### src/design/sat_pkg.sv
// ----------------------------------------------------------------------------
// sat_pkg
// Shared types, constants and helpers for the strongest AP tracker.
// ----------------------------------------------------------------------------
package sat_pkg;

  localparam int TABLE_DEPTH = 16;
  localparam int IDX_W       = (TABLE_DEPTH > 1) ? $clog2(TABLE_DEPTH) : 1;
  localparam int CNT_W       = $clog2(TABLE_DEPTH + 1);

  // entry status codes
  localparam logic [1:0] ST_IGNORED  = 2'd0;
  localparam logic [1:0] ST_UPDATED  = 2'd1;
  localparam logic [1:0] ST_INSERTED = 2'd2;
  localparam logic [1:0] ST_DROPPED  = 2'd3;

  typedef struct packed {
    logic              sender_is_ap;
    logic [15:0]       node_number;
    logic signed [7:0] rx_signal;
  } frame_t;

  typedef struct packed {
    logic [1:0]  entry_status;
    logic        best_valid;
    logic [15:0] best_node;
    logic [4:0]  entry_count;
  } report_t;

  typedef enum logic [1:0] {
    S_IDLE,
    S_SCAN,
    S_DRAIN,
    S_FINISH
  } state_t;

  typedef struct packed {
    logic start;
    logic scan_step;
    logic finish;
  } cmd_t;

  typedef struct packed {
    logic count_zero;
    logic scan_last;
    logic out_free;
  } sts_t;

  // |dBm|; -128 maps to 128, which still fits in 8 unsigned bits
  function automatic logic [7:0] magnitude(input logic signed [7:0] s);
    logic [7:0] r;
    r = s[7] ? (8'd0 - 8'(s)) : 8'(s);
    return r;
  endfunction

endpackage

### src/design/strongest_ap_tracker.sv
// ----------------------------------------------------------------------------
// strongest_ap_tracker
// Keeps a table of access points and reports the one heard most strongly.
// ----------------------------------------------------------------------------
// Each frame request carries the sender's AP flag, node number and signal in
// whole dBm. Non-AP frames leave the table alone. A known AP has its signal
// refreshed, a new one is appended, or dropped (status 3) once all
// TABLE_DEPTH entries are in use. Every request yields one report request:
// status, the AP with the smallest |dBm| (later entry wins a tie, node 0 and
// best_valid low when the table is empty) and the number of stored APs.
// Sequence: after acceptance the table memory is read one entry per cycle,
// once for each of the N stored entries; the last read word is compared in
// a drain step, and a final step commits the table write and loads the
// report. An empty table goes from acceptance straight to the final step.
// The next request is taken once the sequencer is back in idle.
// Requests are processed one at a time; a new request can be accepted while
// the previous report is still stalled, and it then waits in its final step
// until the report register frees up. No clearing pass is needed after
// reset: only entries below the stored count are ever read.
// ----------------------------------------------------------------------------
module strongest_ap_tracker (
  input  logic             clk,
  input  logic             rst,
  input  logic             frame_valid,
  output logic             frame_stall,
  input  sat_pkg::frame_t  frame,
  output logic             report_valid,
  input  logic             report_stall,
  output sat_pkg::report_t report
);
  import sat_pkg::*;

  cmd_t cmd;
  sts_t sts;

  sat_ctrl u_ctrl (
    .clk         (clk),
    .rst         (rst),
    .frame_valid (frame_valid),
    .frame_stall (frame_stall),
    .sts         (sts),
    .cmd         (cmd)
  );

  sat_datapath u_dp (
    .clk          (clk),
    .rst          (rst),
    .frame        (frame),
    .cmd          (cmd),
    .sts          (sts),
    .report_valid (report_valid),
    .report_stall (report_stall),
    .report       (report)
  );

  // a fresh report only follows a request that was in progress
  a_report_after_work: assert property (@(posedge clk) disable iff (rst)
    $rose(report_valid) |-> $past(frame_stall))
    else $error("report raised without a request in progress");

  // empty table reports node 0
  a_empty_node_zero: assert property (@(posedge clk) disable iff (rst)
    (report_valid && !report.best_valid) |-> (report.best_node == 16'd0))
    else $error("best_node non-zero with empty table");

  // an insert always leaves a valid best entry
  a_insert_valid: assert property (@(posedge clk) disable iff (rst)
    (report_valid && (report.entry_status == ST_INSERTED)) |-> report.best_valid)
    else $error("insert reported without a best entry");

  // the frame port closes once a request has been taken
  a_take_when_idle: assert property (@(posedge clk) disable iff (rst)
    (cmd.start) |=> frame_stall)
    else $error("frame port open while a request is in progress");

endmodule

### src/design/sat_ctrl.sv
// ----------------------------------------------------------------------------
// sat_ctrl
// Sequencer: accept a request, walk the table, then commit and report.
// ----------------------------------------------------------------------------
module sat_ctrl (
  input  logic          clk,
  input  logic          rst,
  input  logic          frame_valid,
  output logic          frame_stall,
  input  sat_pkg::sts_t sts,
  output sat_pkg::cmd_t cmd
);
  import sat_pkg::*;

  state_t state;
  state_t state_next;

  always_ff @(posedge clk) begin
    if (rst) begin
      state <= S_IDLE;
    end else begin
      state <= state_next;
    end
  end

  always_comb begin
    state_next    = state;
    cmd           = '0;
    frame_stall   = 1'b1;
    case (state)
      S_IDLE: begin
        frame_stall = 1'b0;
        if (frame_valid) begin
          cmd.start  = 1'b1;
          state_next = sts.count_zero ? S_FINISH : S_SCAN;
        end
      end
      S_SCAN: begin
        cmd.scan_step = 1'b1;
        if (sts.scan_last) begin
          state_next = S_DRAIN;
        end
      end
      S_DRAIN: begin
        // last read word is compared this cycle
        state_next = S_FINISH;
      end
      S_FINISH: begin
        if (sts.out_free) begin
          cmd.finish = 1'b1;
          state_next = S_IDLE;
        end
      end
      default: begin
        state_next = S_IDLE;
      end
    endcase
  end

endmodule

### src/design/sat_datapath.sv
// ----------------------------------------------------------------------------
// sat_datapath
// AP table memory, match/minimum scan registers and the report register.
// ----------------------------------------------------------------------------
module sat_datapath (
  input  logic             clk,
  input  logic             rst,
  input  sat_pkg::frame_t  frame,
  input  sat_pkg::cmd_t    cmd,
  output sat_pkg::sts_t    sts,
  output logic             report_valid,
  input  logic             report_stall,
  output sat_pkg::report_t report
);
  import sat_pkg::*;

  logic [15:0]       node_mem [TABLE_DEPTH];
  logic signed [7:0] sig_mem  [TABLE_DEPTH];

  logic [CNT_W-1:0]  count;
  frame_t            cur;
  logic [IDX_W-1:0]  idx;

  logic              rd_vld;
  logic [IDX_W-1:0]  rd_idx;
  logic [15:0]       rd_node;
  logic signed [7:0] rd_sig;

  logic              best_found;
  logic [7:0]        best_mag;
  logic [15:0]       best_node;
  logic              match_found;
  logic [IDX_W-1:0]  match_idx;

  // scan compare
  logic              hit;
  logic signed [7:0] eff_sig;
  logic [7:0]        eff_mag;

  // commit
  logic              full;
  logic              do_update;
  logic              do_insert;
  logic              wr_en;
  logic [IDX_W-1:0]  wr_addr;
  logic [7:0]        new_mag;
  logic              take_new;
  logic [CNT_W-1:0]  count_next;
  logic [CNT_W+4:0]  count_ext;
  logic [1:0]        status;

  assign hit     = cur.sender_is_ap && (rd_node == cur.node_number);
  assign eff_sig = hit ? cur.rx_signal : rd_sig;
  assign eff_mag = magnitude(eff_sig);

  assign full      = (count == CNT_W'(TABLE_DEPTH));
  assign do_update = cur.sender_is_ap && match_found;
  assign do_insert = cur.sender_is_ap && !match_found && !full;
  assign wr_en     = cmd.finish && (do_update || do_insert);
  assign wr_addr   = do_update ? match_idx : count[IDX_W-1:0];
  assign new_mag   = magnitude(cur.rx_signal);
  // appended entry has the top index, so it wins ties
  assign take_new  = do_insert && (!best_found || (best_mag >= new_mag));
  assign count_next = do_insert ? (count + CNT_W'(1)) : count;
  assign count_ext  = {5'd0, count_next};

  always_comb begin
    if (!cur.sender_is_ap) begin
      status = ST_IGNORED;
    end else if (match_found) begin
      status = ST_UPDATED;
    end else if (!full) begin
      status = ST_INSERTED;
    end else begin
      status = ST_DROPPED;
    end
  end

  assign sts.count_zero = (count == '0);
  assign sts.scan_last  = ((CNT_W'(idx) + CNT_W'(1)) == count);
  assign sts.out_free   = !report_valid || !report_stall;

  // table memory: one write port, one registered read port
  always_ff @(posedge clk) begin
    if (wr_en) begin
      node_mem[wr_addr] <= cur.node_number;
      sig_mem[wr_addr]  <= cur.rx_signal;
    end
  end

  always_ff @(posedge clk) begin
    if (cmd.scan_step) begin
      rd_node <= node_mem[idx];
      rd_sig  <= sig_mem[idx];
      rd_idx  <= idx;
    end
  end

  // control registers
  always_ff @(posedge clk) begin
    if (rst) begin
      count        <= '0;
      rd_vld       <= 1'b0;
      report_valid <= 1'b0;
    end else begin
      rd_vld <= cmd.scan_step;
      if (cmd.finish) begin
        count <= count_next;
      end
      if (cmd.finish) begin
        report_valid <= 1'b1;
      end else if (!report_stall) begin
        report_valid <= 1'b0;
      end
    end
  end

  // scan registers
  always_ff @(posedge clk) begin
    if (cmd.start) begin
      cur         <= frame;
      idx         <= '0;
      best_found  <= 1'b0;
      match_found <= 1'b0;
    end else begin
      if (cmd.scan_step) begin
        idx <= idx + IDX_W'(1);
      end
      if (rd_vld) begin
        if (hit) begin
          match_found <= 1'b1;
          match_idx   <= rd_idx;
        end
        if (!best_found || (best_mag >= eff_mag)) begin
          best_found <= 1'b1;
          best_mag   <= eff_mag;
          best_node  <= rd_node;
        end
      end
    end
  end

  // report register
  always_ff @(posedge clk) begin
    if (cmd.finish) begin
      report.entry_status <= status;
      report.best_valid   <= best_found || do_insert;
      if (take_new) begin
        report.best_node <= cur.node_number;
      end else if (best_found) begin
        report.best_node <= best_node;
      end else begin
        report.best_node <= 16'd0;
      end
      report.entry_count <= count_ext[4:0];
    end
  end

endmodule
### config.mk
export PLATFORM = sky130hd
export DESIGN_NAME = strongest_ap_tracker
export DESIGN_NICKNAME = d
export VERILOG_FILES = /design/src/design/sat_pkg.sv /design/src/design/strongest_ap_tracker.sv /design/src/design/sat_ctrl.sv /design/src/design/sat_datapath.sv
export SDC_FILE = /design/constraint.sdc
export NUM_CORES = 1
export LEC_CHECK = 0
export BUFFER_PORTS_ARGS = -buffer_cell sky130_fd_sc_hd__buf_2
export CAP_MARGIN = 40
export CORE_ASPECT_RATIO = 1.25
export CORE_UTILIZATION = 65
export CTS_CLUSTER_DIAMETER = 150
export DETAILED_ROUTE_END_ITERATION = 16
export GPL_ROUTABILITY_DRIVEN = 0
export PLACE_DENSITY = 0.83
export SETUP_SLACK_MARGIN = 0.4
export SLEW_MARGIN = 10
export SYNTH_ARGS = -nofsm -noshare
export SYNTH_HDL_FRONTEND = slang
export SYNTH_HIERARCHICAL = 1
export SYNTH_SLANG_ARGS = --single-unit
### constraint.sdc
create_clock -name clk -period 6.8 [get_ports clk]
set_input_delay 1.02 -clock clk [delete_from_list [all_inputs] [get_ports clk]]
set_output_delay 1.02 -clock clk [all_outputs]
set_load 0.03 [all_outputs]
==> impl_metrics.yaml, run 1 <==
outcome:
  run_status: "completed"
yosys:
  yosysWarnings: 6
  netlist.area_leader.share_pct: 73.4
  syn-instance-count: 965
  syn-num-nets: 1020
  seq_area_frac_synth_pct: 74.9
  ys_types: 56
  ys_ff_latch: 504
  synth-edff-count: 489
  synth_async_sr_flop_share_pct: 0
  synth_ff_type: "sky130_fd_sc_hd__edfxtp_1"
  synth.cell_area_um2: 20000
  cell_type_contributing_the_most_total_cell_area_after_synthesis: "sky130_fd_sc_hd__edfxtp_1"
  avgSynthCellArea_um2: 20.7
  yosys.cell_count.top_type: "sky130_fd_sc_hd__edfxtp_1"
  yosys-top-cells-count: "sky130_fd_sc_hd__edfxtp_1, sky130_fd_sc_hd__mux4_2, sky130_fd_sc_hd__nor2_1"
  synthTopCellsByArea: "sky130_fd_sc_hd__edfxtp_1, sky130_fd_sc_hd__mux4_2, sky130_fd_sc_hd__ha_1"
clocking:
  postCtsSetupBuffers: 0
  numCtsBuffers: 46
  tritoncts: "built"
  cts_hold_buffers: 0
  clk_pin_slew_worst_paths_ps: 60
  clock_insertion_delay_worst_skew_ps: 560
  cts_max_level: 2
  cts-root-to-sink-buffers: 3
  cts_resized: 0
  numClockSinks: 504
  cts.root.buffer_cell: "sky130_fd_sc_hd__clkbuf_16"
detailed_routing:
  routed_len_inst_um: 29.3
  drt_pre_antenna_iters: 6
  detail_route.vias_per_cell: 6.74
  routed_antenna_nets: 0
  drt-total-wl_mm: 43.7
  route.vias.total: 10100
  drc_viols: 0
  drt_iter0_drc: 1014
sta:
  final_min_period_over_clock_period_pct: 74.2
  rsz0062_at_grt: "false"
  slew_violations: 0
  min_period_ps: 5040
  least_margin_pin_slew_ps: 956
  timing.fmax_mhz: 198
  final.setup_skew_ps: 22.6
  report.final.setup_viol: 0
  final-hold-violation-count: 0
  fin_setup_tns_ps: 0
  slew-limit-headroom_pct: 36.2
setup_path:
  timing.critical_path.fanout_max: 18
  worst_r2r_path_depth: 18
  worst_ep_arrival_time_ps: 5300
  critPathKind: "reg2reg"
  path_buf_inv: 2
  critical_path_cell_count: 18
  path_delay_family: "simple AND/OR/NAND/NOR gates"
  r2r_slack_ps: 1760
  worst_r2r_endpoint: "u_dp/best_node[1]$_DFFE_PP_"
  worst_ep_required_time_ps: 7060
  crit_path_end: "u_dp/best_node[1]$_DFFE_PP_"
  critical_path.cell_chain: "xnor2_1 -> nor4b_1 -> and4b_2 -> nand2_2 -> a21o_1 -> inv_1 -> ha_1 -> nand2b_1 -> or2_2 -> mux2i_1 -> nor2_1 -> xnor2_1 -> mux2_2 -> ha_1 -> a211oi_1 -> o21ai_0 -> o211a_1 -> buf_8"
  crit_path_top_delay_cell: "sky130_fd_sc_hd__edfxtp_1"
  critical_path.startpoint_type: "flop"
  r2r_start: "u_dp/cur[8]$_DFFE_PP_"
  startpoint_of_the_most_critical_setup_path: "u_dp/cur[8]$_DFFE_PP_"
  cpPeakStageDelay_ps: 630
  end_kind: "flop"
global_routing:
  pin_count_of_the_biggest_net_entering_global_routing: 40
  globalRouteTotalUtil_pct: 28.8
  aggregate_global_routing_overflow: 0
  first_global_vias: 10200
  antenna_found_initial: 0
  first_pass_grt_wire_length_mm: 64.3
cells_and_area:
  drive_gt1_share_pct: 29.4
  area_growth_syn_to_layout_pct: 12.3
  final_net_count: 1110
  antenna_cells_inserted: 0
  fin_area_um2: 22500
die:
  die_width_um: 159
  floorplan.die.height_um: 198
  num_rows: 71
  starting_density_of_the_core_pct: 66.2
  core-area_um2: 30200
  design.die.area_um2: 31500
  design.portCount: 55
worst_hold_path:
  worstHoldPathCells: 0
  worstHoldPathType: "reg2reg"
placement:
  detailed_place.area_um2: 20900
  detailedPlacementHpwl_mm: 24.2
  portBuffers: 54
power_and_ir_drop:
  power.ir.vdd_worst_v: 0.000233
  p_leak_nw: 7.33
  power.density_nw_per_um2: 367
job:
  max-cap-violations: 0
## power breakdown
| group | switching, W | internal [W] |
|---|---|---|
| combinational | 0.000775 | 0.000703 |
| sequential | 0.000293 | 0.00378 |
| clock | 0.00108 | 0.00160 |
| total | 0.00215 | 0.00609 |
## cell type report
class                      count  area [um^2]
fill                        1638         7740
multi-input combinational    407         4820
clock inverter                31          380
tap                          401          502
sequential                   504        15000
inverter                      15         56.3
timing repair buffer          81          513
clock buffer                  52         1190
## cell usage in the layout (no fill, tap or decap), types with 12 or more instances in the layout
master	Yosys	routed
sky130_fd_sc_hd__ha_1	26	25
sky130_fd_sc_hd__and3_1	18	18
sky130_fd_sc_hd__clkinv_2	0	14
sky130_fd_sc_hd__edfxtp_1	489	489
sky130_fd_sc_hd__dfxtp_1	15	12
sky130_fd_sc_hd__inv_1	12	12
sky130_fd_sc_hd__nor2_1	43	27
sky130_fd_sc_hd__xor2_1	28	28
sky130_fd_sc_hd__xnor2_1	16	16
sky130_fd_sc_hd__buf_4	2	24
sky130_fd_sc_hd__clkbuf_16	0	47
sky130_fd_sc_hd__nand2_1	21	21
sky130_fd_sc_hd__nor2_2	0	16
sky130_fd_sc_hd__buf_2	18	54
sky130_fd_sc_hd__o21ai_0	13	13
sky130_fd_sc_hd__mux4_2	120	120
## worst min path at each step
stage | slack, ps | from | end
floorplan | 400 | u_dp/rd_idx[0]$_DFFE_PP_ | u_dp/match_idx[0]$_DFFE_PP_
finish | 430 | u_dp/rd_idx[0]$_DFFE_PP_ | u_dp/match_idx[0]$_DFFE_PP_
global route | 440 | u_dp/rd_idx[3]$_DFFE_PP_ | u_dp/match_idx[3]$_DFFE_PP_
CTS | 430 | u_dp/rd_idx[0]$_DFFE_PP_ | u_dp/match_idx[0]$_DFFE_PP_
global placement | 400 | u_dp/rd_idx[1]$_DFFE_PP_ | u_dp/match_idx[1]$_DFFE_PP_
detailed placement | 410 | u_dp/rd_idx[0]$_DFFE_PP_ | u_dp/match_idx[0]$_DFFE_PP_
## state kept, by name, summed over array words and instances (netlist names), 2 cells and up
signal,cells
u_ctrl/state,2
u_dp/rd_idx,4
u_dp/sig_mem,128
u_dp/rd_node,16
u_dp/report,24
u_dp/cur,25
u_dp/rd_sig,8
u_dp/match_idx,4
u_dp/best_mag,8
u_dp/count,5
u_dp/best_node,16
u_dp/idx,4
u_dp/node_mem,256
## layer usage
| layer | track usage [%] | wire length (um) |
|---|---|---|
| met5 | 0 | 0 |
| met4 | 12.5 | 1860 |
| met3 | 5.15 | 4070 |
| met2 | 46.8 | 21600 |
| met1 | 39.2 | 16300 |
## metrics by stage
step / power, W / setup slack, ps / hold slack (ps) / std cells / util, %
detailed placement: 0.00557 / 1940 / 412 / 1408 / 69.2
global placement: 0.00551 / 1840 / 401 / 1405 / 68.9
global route: 0.00850 / 1540 / 437 / 1491 / 74.4
finish: 0.00824 / 1760 / 430 / 1491 / 74.4
floorplan: 0.00512 / 2430 / 400 / 965 / -
CTS: 0.00826 / 1860 / 427 / 1491 / 74.4
## logic make-up (layout without fill, tap and decap cells)
logic type	count (synthesis)	in the layout	synth area share, %
compound gates	58	58	2.16
xor+xnor	44	44	1.93
fa+ha+maj	26	26	1.63
buf+inv	54	179	1.16
flops	504	504	74.9
mux	132	132	14.1
simple gates	147	147	4.04
No activity file was read; power rests on OpenSTA's default activity.
==> run 2: changes to the inputs <==
--- a/config.mk
+++ b/config.mk
@@ -8,11 +8,11 @@
 export BUFFER_PORTS_ARGS = -buffer_cell sky130_fd_sc_hd__buf_2
 export CAP_MARGIN = 40
 export CORE_ASPECT_RATIO = 1.25
-export CORE_UTILIZATION = 65
+export CORE_UTILIZATION = 62
 export CTS_CLUSTER_DIAMETER = 150
 export DETAILED_ROUTE_END_ITERATION = 16
 export GPL_ROUTABILITY_DRIVEN = 0
-export PLACE_DENSITY = 0.83
+export PLACE_DENSITY = 0.79
 export SETUP_SLACK_MARGIN = 0.4
 export SLEW_MARGIN = 10
 export SYNTH_ARGS = -nofsm -noshare
==> constraint.sdc (replaced) <==
create_clock -name clk -period 4.65 [get_ports clk]
set_input_delay 0.6975 -clock clk [delete_from_list [all_inputs] [get_ports clk]]
set_output_delay 0.6975 -clock clk [all_outputs]
set_load 0.03 [all_outputs]
==> impl_metrics.yaml, run 2 (synthesized netlist as in run 1, its figures left out) <==
global_routing:
  antenna_found_initial: 0
  met3_usage_grt_pct: 4.54
  globalRouteTotalUtil_pct: 28.6
  aggregate_global_routing_overflow: 0
  first_global_vias: 10300
  grt.met2_usage_pct: 46.3
  first_pass_grt_wire_length_mm: 66.3
  most_crowded_layer_gr: "met2"
  met1_grt_util_pct: 39.7
  pin_count_of_the_biggest_net_entering_global_routing: 65
clocking:
  cts_max_level: 2
  clock_insertion_delay_worst_skew_ps: 570
  numClockSinks: 504
  cts-root-to-sink-buffers: 3
  numCtsBuffers: 47
  cts_hold_buffers: 0
  cts.root.buffer_cell: "sky130_fd_sc_hd__clkbuf_16"
  clk_pin_slew_worst_paths_ps: 60
  tritoncts: "built"
cells_and_area:
  area_growth_syn_to_layout_pct: 14.1
  finalNonFillerCells: 1538
  drive_gt1_share_pct: 31.7
  final_net_count: 1145
  fin_area_um2: 22800
  largestRegisters: "u_dp/node_mem: 256 flops, u_dp/sig_mem: 128 flops, u_dp/cur: 25 flops"
  antenna_cells_inserted: 0
  highest_count_cells_in_the_layout_ignoring_fill_and_taps: "sky130_fd_sc_hd__edfxtp_1, sky130_fd_sc_hd__mux4_2, sky130_fd_sc_hd__buf_2, sky130_fd_sc_hd__buf_4, sky130_fd_sc_hd__clkbuf_16"
  final_common_cell: "sky130_fd_sc_hd__edfxtp_1"
  max_flop_register: "u_dp/node_mem"
  largest_register_ffs: 256
  finalCoreUtilization_pct: 71.8
sta:
  final-hold-violation-count: 0
  slew-limit-headroom_pct: 35.4
  rsz0062_at_grt: "false"
  report.final.setup_viol: 0
  layout_setup_ws_ps: 510
  fin_setup_tns_ps: 0
  final.setup_skew_ps: 14.2
  timing.fmax_mhz: 242
  final_min_period_over_clock_period_pct: 89.0
  slew_violations: 0
  least_margin_pin_slew_ps: 966
  min_period_ps: 4140
worst_hold_path:
  worstHoldPathType: "in2reg"
setup_path:
  critical_path.startpoint_type: "flop"
  worst_r2r_endpoint: "u_dp/best_mag[4]$_DFFE_PP_"
  worst_ep_arrival_time_ps: 4420
  r2r_slack_ps: 510
  critical_path_cell_count: 19
  worst_ep_required_time_ps: 4930
  crit_path_top_delay_cell: "sky130_fd_sc_hd__edfxtp_1"
  path_delay_family: "simple AND/OR/NAND/NOR gates"
  crit_path_end: "u_dp/best_mag[4]$_DFFE_PP_"
  critical_path.cell_chain: "xor2_2 -> and4b_1 -> and3_1 -> nand2_2 -> nor2_1 -> a21o_1 -> inv_1 -> ha_4 -> nand2b_1 -> or2_2 -> mux2i_1 -> nor2_1 -> xnor2_1 -> mux2_2 -> ha_1 -> a211oi_1 -> o21ai_1 -> o211a_4 -> clkbuf_16"
  startpoint_of_the_most_critical_setup_path: "u_dp/rd_node[3]$_DFFE_PP_"
  critPathKind: "reg2reg"
  path_buf_inv: 2
  worst_r2r_path_depth: 19
  cpPeakStageDelay_ps: 450
  end_kind: "flop"
  r2r_start: "u_dp/rd_node[3]$_DFFE_PP_"
  timing.critical_path.mode_cell: "sky130_fd_sc_hd__nor2_1"
  timing.critical_path.fanout_max: 8
placement:
  detailed_place.area_um2: 21100
  portBuffers: 54
  detailedPlacementHpwl_mm: 25.1
  place_ws_ps: 153
  dp.cells: 1446
die:
  core-area_um2: 31800
  design.die.area_um2: 33000
  num_rows: 73
  starting_density_of_the_core_pct: 62.9
  design.portCount: 55
  floorplan.die.height_um: 203
  die_width_um: 163
detailed_routing:
  routed_antenna_nets: 0
  drt_iter0_drc: 1036
  drt-total-wl_mm: 45.5
  drc_viols: 0
  route.vias.total: 10100
  drt_pre_antenna_iters: 5
  routed_len_inst_um: 29.6
  detail_route.vias_per_cell: 6.57
power_and_ir_drop:
  power.density_nw_per_um2: 534
  p_leak_nw: 7.49
  power.ir.vdd_worst_v: 0.000390
job:
  max-cap-violations: 0
outcome:
  run_status: "completed"
[run 2: cell count changes in the layout (fill, tap and decap cells not counted), sizes merged]
cell / delta
buf: +33
clkbuf: +7
clkinv: -4
bufinv: -2
clkinvlp: +2
[run 2: cell type report]
cell class / instances / area [um^2]
Clock buffer: 58 / 1240
Fill cell: 1835 / 8980
Timing Repair Buffer: 115 / 820
Clock inverter: 27 / 324
Multi-Input combinational cell: 407 / 4860
Sequential cell: 504 / 15000
Tap cell: 412 / 515
Inverter: 15 / 56.3
[run 2: power breakdown]
part           switching, W  internal [W]  leakage, nW  total [W]
sequential         0.000239       0.00552         4.55    0.00576
clock               0.00162       0.00229        0.765    0.00391
combinational       0.00137       0.00113         2.17    0.00250
total               0.00324       0.00893         7.49     0.0122
[run 2: layer usage]
layer | wire [um] | vias to the layer above | part of all wire [%]
met3 | 3360 | 100 | 7.4
li1 | - | 4194 | -
met5 | 0 | - | 0
met1 | 17800 | 5326 | 39
met4 | 1610 | 0 | 3.5
met2 | 22700 | 479 | 50
[run 2: repair_timing]
action	in CTS	in global routing
cloned	0	1
resized for setup	1	6
buffers inserted	3	3
endpoints found under the setup margin	24	24
pin swaps	1	4
[run 2: worst register-to-register path, cell delays in order (launching register included)]
cell and delay (ps):
sky130_fd_sc_hd__edfxtp_1 450, sky130_fd_sc_hd__xor2_2 320, sky130_fd_sc_hd__and4b_1 250, sky130_fd_sc_hd__and3_1 230
sky130_fd_sc_hd__nand2_2 140, sky130_fd_sc_hd__nor2_1 60, sky130_fd_sc_hd__a21o_1 190, sky130_fd_sc_hd__inv_1 110
sky130_fd_sc_hd__ha_4 160, sky130_fd_sc_hd__nand2b_1 70, sky130_fd_sc_hd__or2_2 300, sky130_fd_sc_hd__mux2i_1 180
sky130_fd_sc_hd__nor2_1 90, sky130_fd_sc_hd__xnor2_1 140, sky130_fd_sc_hd__mux2_2 270, sky130_fd_sc_hd__ha_1 270
sky130_fd_sc_hd__a211oi_1 60, sky130_fd_sc_hd__o21ai_1 170, sky130_fd_sc_hd__o211a_4 230, sky130_fd_sc_hd__clkbuf_16 180
[run 2: worst min path at each step]
stage	cells after the start	slack [ps]	to	startpoint
final	1	310	u_dp/cur[15]$_DFFE_PP_	frame[15]
after global routing	1	290	u_dp/cur[5]$_DFFE_PP_	frame[5]
after CTS	1	280	u_dp/cur[0]$_DFFE_PP_	frame[0]
after detailed placement	0	410	u_dp/match_idx[1]$_DFFE_PP_	u_dp/rd_idx[1]$_DFFE_PP_
after global placement	0	400	u_dp/match_idx[3]$_DFFE_PP_	u_dp/rd_idx[3]$_DFFE_PP_
after floorplan	0	400	u_dp/match_idx[0]$_DFFE_PP_	u_dp/rd_idx[0]$_DFFE_PP_
[run 2: stage by stage]
| step | power (W) | hold slack (ps) |
|---|---|---|
| after detailed placement | 0.00826 | 408 |
| final | 0.0122 | 312 |
| after global routing | 0.0126 | 294 |
| after floorplan | 0.00748 | 400 |
| after global placement | 0.00817 | 403 |
| after CTS | 0.0122 | 283 |
==> run 3: changes to the inputs <==
--- a/config.mk
+++ b/config.mk
@@ -8,11 +8,10 @@
 export BUFFER_PORTS_ARGS = -buffer_cell sky130_fd_sc_hd__buf_2
 export CAP_MARGIN = 40
 export CORE_ASPECT_RATIO = 1.25
-export CORE_UTILIZATION = 62
+export CORE_UTILIZATION = 35
 export CTS_CLUSTER_DIAMETER = 150
 export DETAILED_ROUTE_END_ITERATION = 16
 export GPL_ROUTABILITY_DRIVEN = 0
-export PLACE_DENSITY = 0.79
 export SETUP_SLACK_MARGIN = 0.4
 export SLEW_MARGIN = 10
 export SYNTH_ARGS = -nofsm -noshare
==> constraint.sdc (replaced) <==
create_clock -name clk -period 3.4 [get_ports clk]
set_input_delay 0.51 -clock clk [delete_from_list [all_inputs] [get_ports clk]]
set_output_delay 0.51 -clock clk [all_outputs]
set_load 0.03 [all_outputs]
==> impl_metrics.yaml, run 3 (synthesized netlist as in run 1, its figures left out) <==
outcome:
  run_status: "finished with violations"
  violations: "negative setup slack"
sta:
  slew_violations: 0
  slew-limit-headroom_pct: 42.4
  report.final.setup_viol: 24
  final_min_period_over_clock_period_pct: 116
  fin_setup_tns_ps: -12210
  min_period_ps: 3930
  least_margin_pin_slew_ps: 860
  rsz0062_at_grt: "true"
  final.setup_skew_ps: 16.8
  layout_setup_ws_ps: -532
  final-hold-violation-count: 0
  timing.fmax_mhz: 254
  worst_hold_slack_ps: 119
setup_path:
  timing.critical_path.fanout_max: 6
  end_kind: "flop"
  critPathKind: "reg2reg"
  worst_ep_arrival_time_ps: 4190
  worst_ep_required_time_ps: 3660
  critical_path.startpoint_type: "flop"
detailed_routing:
  routed_antenna_nets: 0
  drc_viols: 0
  routed_len_inst_um: 25.4
  drt_pre_antenna_iters: 5
  detail_route.vias_per_cell: 5.22
  route.vias.total: 9993
  drt_iter0_drc: 952
  drt-total-wl_mm: 48.8
clocking:
  numCtsBuffers: 49
  clock_insertion_delay_worst_skew_ps: 570
  tritoncts: "built"
  clk_pin_slew_worst_paths_ps: 60
  numClockSinks: 504
  cts.root.buffer_cell: "sky130_fd_sc_hd__clkbuf_16"
  cts_max_level: 2
  cts-root-to-sink-buffers: 3
  cts_hold_buffers: 0
worst_hold_path:
  worstHoldPathType: "in2reg"
global_routing:
  globalRouteTotalUtil_pct: 17.0
  antenna_found_initial: 1
  aggregate_global_routing_overflow: 0
  pin_count_of_the_biggest_net_entering_global_routing: 101
  first_global_vias: 10200
  first_pass_grt_wire_length_mm: 71.3
cells_and_area:
  final_common_cell: "sky130_fd_sc_hd__edfxtp_1"
  finalNonFillerCells: 1916
  final_net_count: 1190
  finalCoreUtilization_pct: 42.7
  highest_count_cells_in_the_layout_ignoring_fill_and_taps: "sky130_fd_sc_hd__edfxtp_1, sky130_fd_sc_hd__mux4_2, sky130_fd_sc_hd__buf_4"
  area_growth_syn_to_layout_pct: 20.0
  nFillCells: 4830
  drive_gt1_share_pct: 35.5
  max_flop_register: "u_dp/node_mem"
  antenna_cells_inserted: 0
  largestRegisters: "u_dp/node_mem: 256 flops, u_dp/sig_mem: 128 flops, u_dp/cur: 25 flops"
  largest_register_ffs: 256
power_and_ir_drop:
  sequentialPowerShare_pct: 45.8
  part_of_the_power_in_combinational_logic_pct: 22.3
  internal_power_consumption_w: 0.0125
  clock_power_share_pct: 31.9
  power.share.switching_pct: 26.9
  power.density_nw_per_um2: 714
  power.ir.vdd_worst_v: 0.000383
  net-switching-power_w: 0.00460
  p_leak_nw: 7.82
die:
  floorplan.die.height_um: 269
  starting_density_of_the_core_pct: 35.6
  design.portCount: 55
  design.die.area_um2: 58100
  die_width_um: 216
  core-area_um2: 56200
  num_rows: 97
placement:
  detailedPlacementHpwl_mm: 28.1
  portBuffers: 54
  dp.cells: 1808
job:
  max-cap-violations: 0
[run 3: cell count changes in the layout (fill, tap and decap cells not counted), moves of 3 or more]
cell | previous run | this run
sky130_fd_sc_hd__a31o_1 | 10 | 7
sky130_fd_sc_hd__a31o_4 | 0 | 3
sky130_fd_sc_hd__buf_12 | 4 | 16
sky130_fd_sc_hd__buf_4 | 54 | 75
sky130_fd_sc_hd__buf_6 | 1 | 8
sky130_fd_sc_hd__clkinv_1 | 6 | 9
sky130_fd_sc_hd__nor2_2 | 15 | 2
sky130_fd_sc_hd__nor2_4 | 1 | 16
sky130_fd_sc_hd__o211a_4 | 1 | 4
[run 3: critical path, cell delays in order, from the launching register on]
cell and delay, ps:
sky130_fd_sc_hd__edfxtp_1 370, sky130_fd_sc_hd__buf_6 150, sky130_fd_sc_hd__xor2_4 180, sky130_fd_sc_hd__nor4b_2 260, sky130_fd_sc_hd__and4b_2 340, sky130_fd_sc_hd__nand2_4 80, sky130_fd_sc_hd__a21o_1 170, sky130_fd_sc_hd__inv_1 70
sky130_fd_sc_hd__ha_2 190, sky130_fd_sc_hd__nand2b_1 70, sky130_fd_sc_hd__or2_4 240, sky130_fd_sc_hd__mux2i_1 170, sky130_fd_sc_hd__nor2_1 80, sky130_fd_sc_hd__xnor2_1 140, sky130_fd_sc_hd__mux2_4 290, sky130_fd_sc_hd__ha_4 260
sky130_fd_sc_hd__a211oi_2 60, sky130_fd_sc_hd__o21ai_2 120, sky130_fd_sc_hd__buf_6 140, sky130_fd_sc_hd__o211a_4 240
[run 3: worst paths after layout]
kind                                  from                     endpoint  slack [ps]  cells after the start
setup / recovery    u_dp/cur[17]$_DFFE_PP_   u_dp/best_mag[1]$_DFFE_PP_        -530                     19
hold / removal                   frame[17]       u_dp/cur[17]$_DFFE_PP_         120                      1
setup reg to reg    u_dp/cur[17]$_DFFE_PP_   u_dp/best_mag[1]$_DFFE_PP_        -530                     19
hold reg to reg   u_dp/rd_idx[1]$_DFFE_PP_  u_dp/match_idx[1]$_DFFE_PP_         420                      0
[run 3: area by class of cell]
cell class	count	area, um^2	share of cell area [%]
clock inverters	30	314	1.31
clock buffers	60	1300	5.41
flip-flops and latches	504	15000	62.5
inverters	15	56.3	0.235
repair buffers	155	1290	5.38
well taps	742	928	3.87
multi-input cells	410	5100	21.3
[run 3: repair_timing]
item | CTS | global route
endpoints found under the setup margin | 41 | 41
resized for setup | 30 | 8
cloned | 4 | 0
pin swaps | 11 | 15
setup buffers | 9 | 5
[run 3: power by group through the flow]
stage	registers, W	logic [W]	clock network, W
2_1_floorplan	0.00805	0.00221	0
3_3_place_gp	0.00797	0.00356	0
3_5_place_dp	0.00798	0.00359	0
4_1_cts	0.00785	0.00381	0.00558
5_1_grt	0.00790	0.00411	0.00580
6_report	0.00785	0.00382	0.00546
[run 3: routing by layer]
layer | vias to the layer above | share of wire, % | GRT usage [%]
met4 | 2 | 3.1 | 6.23
li1 | 4304 | - | -
met3 | 82 | 5.4 | 2.57
met1 | 5282 | 40 | 21.8
met2 | 323 | 51 | 29.0
met5 | - | 0.027 | 0
[run 3: stage by stage]
stage          total power, W  setup WS (ps)  cell area, um^2
6_report               0.0171           -532            24000
3_5_place_dp           0.0116           -746            22000
2_1_floorplan          0.0103           -537            20100
3_3_place_gp           0.0115           -686            22000
5_1_grt                0.0178           -846            24000
4_1_cts                0.0172           -560            23900
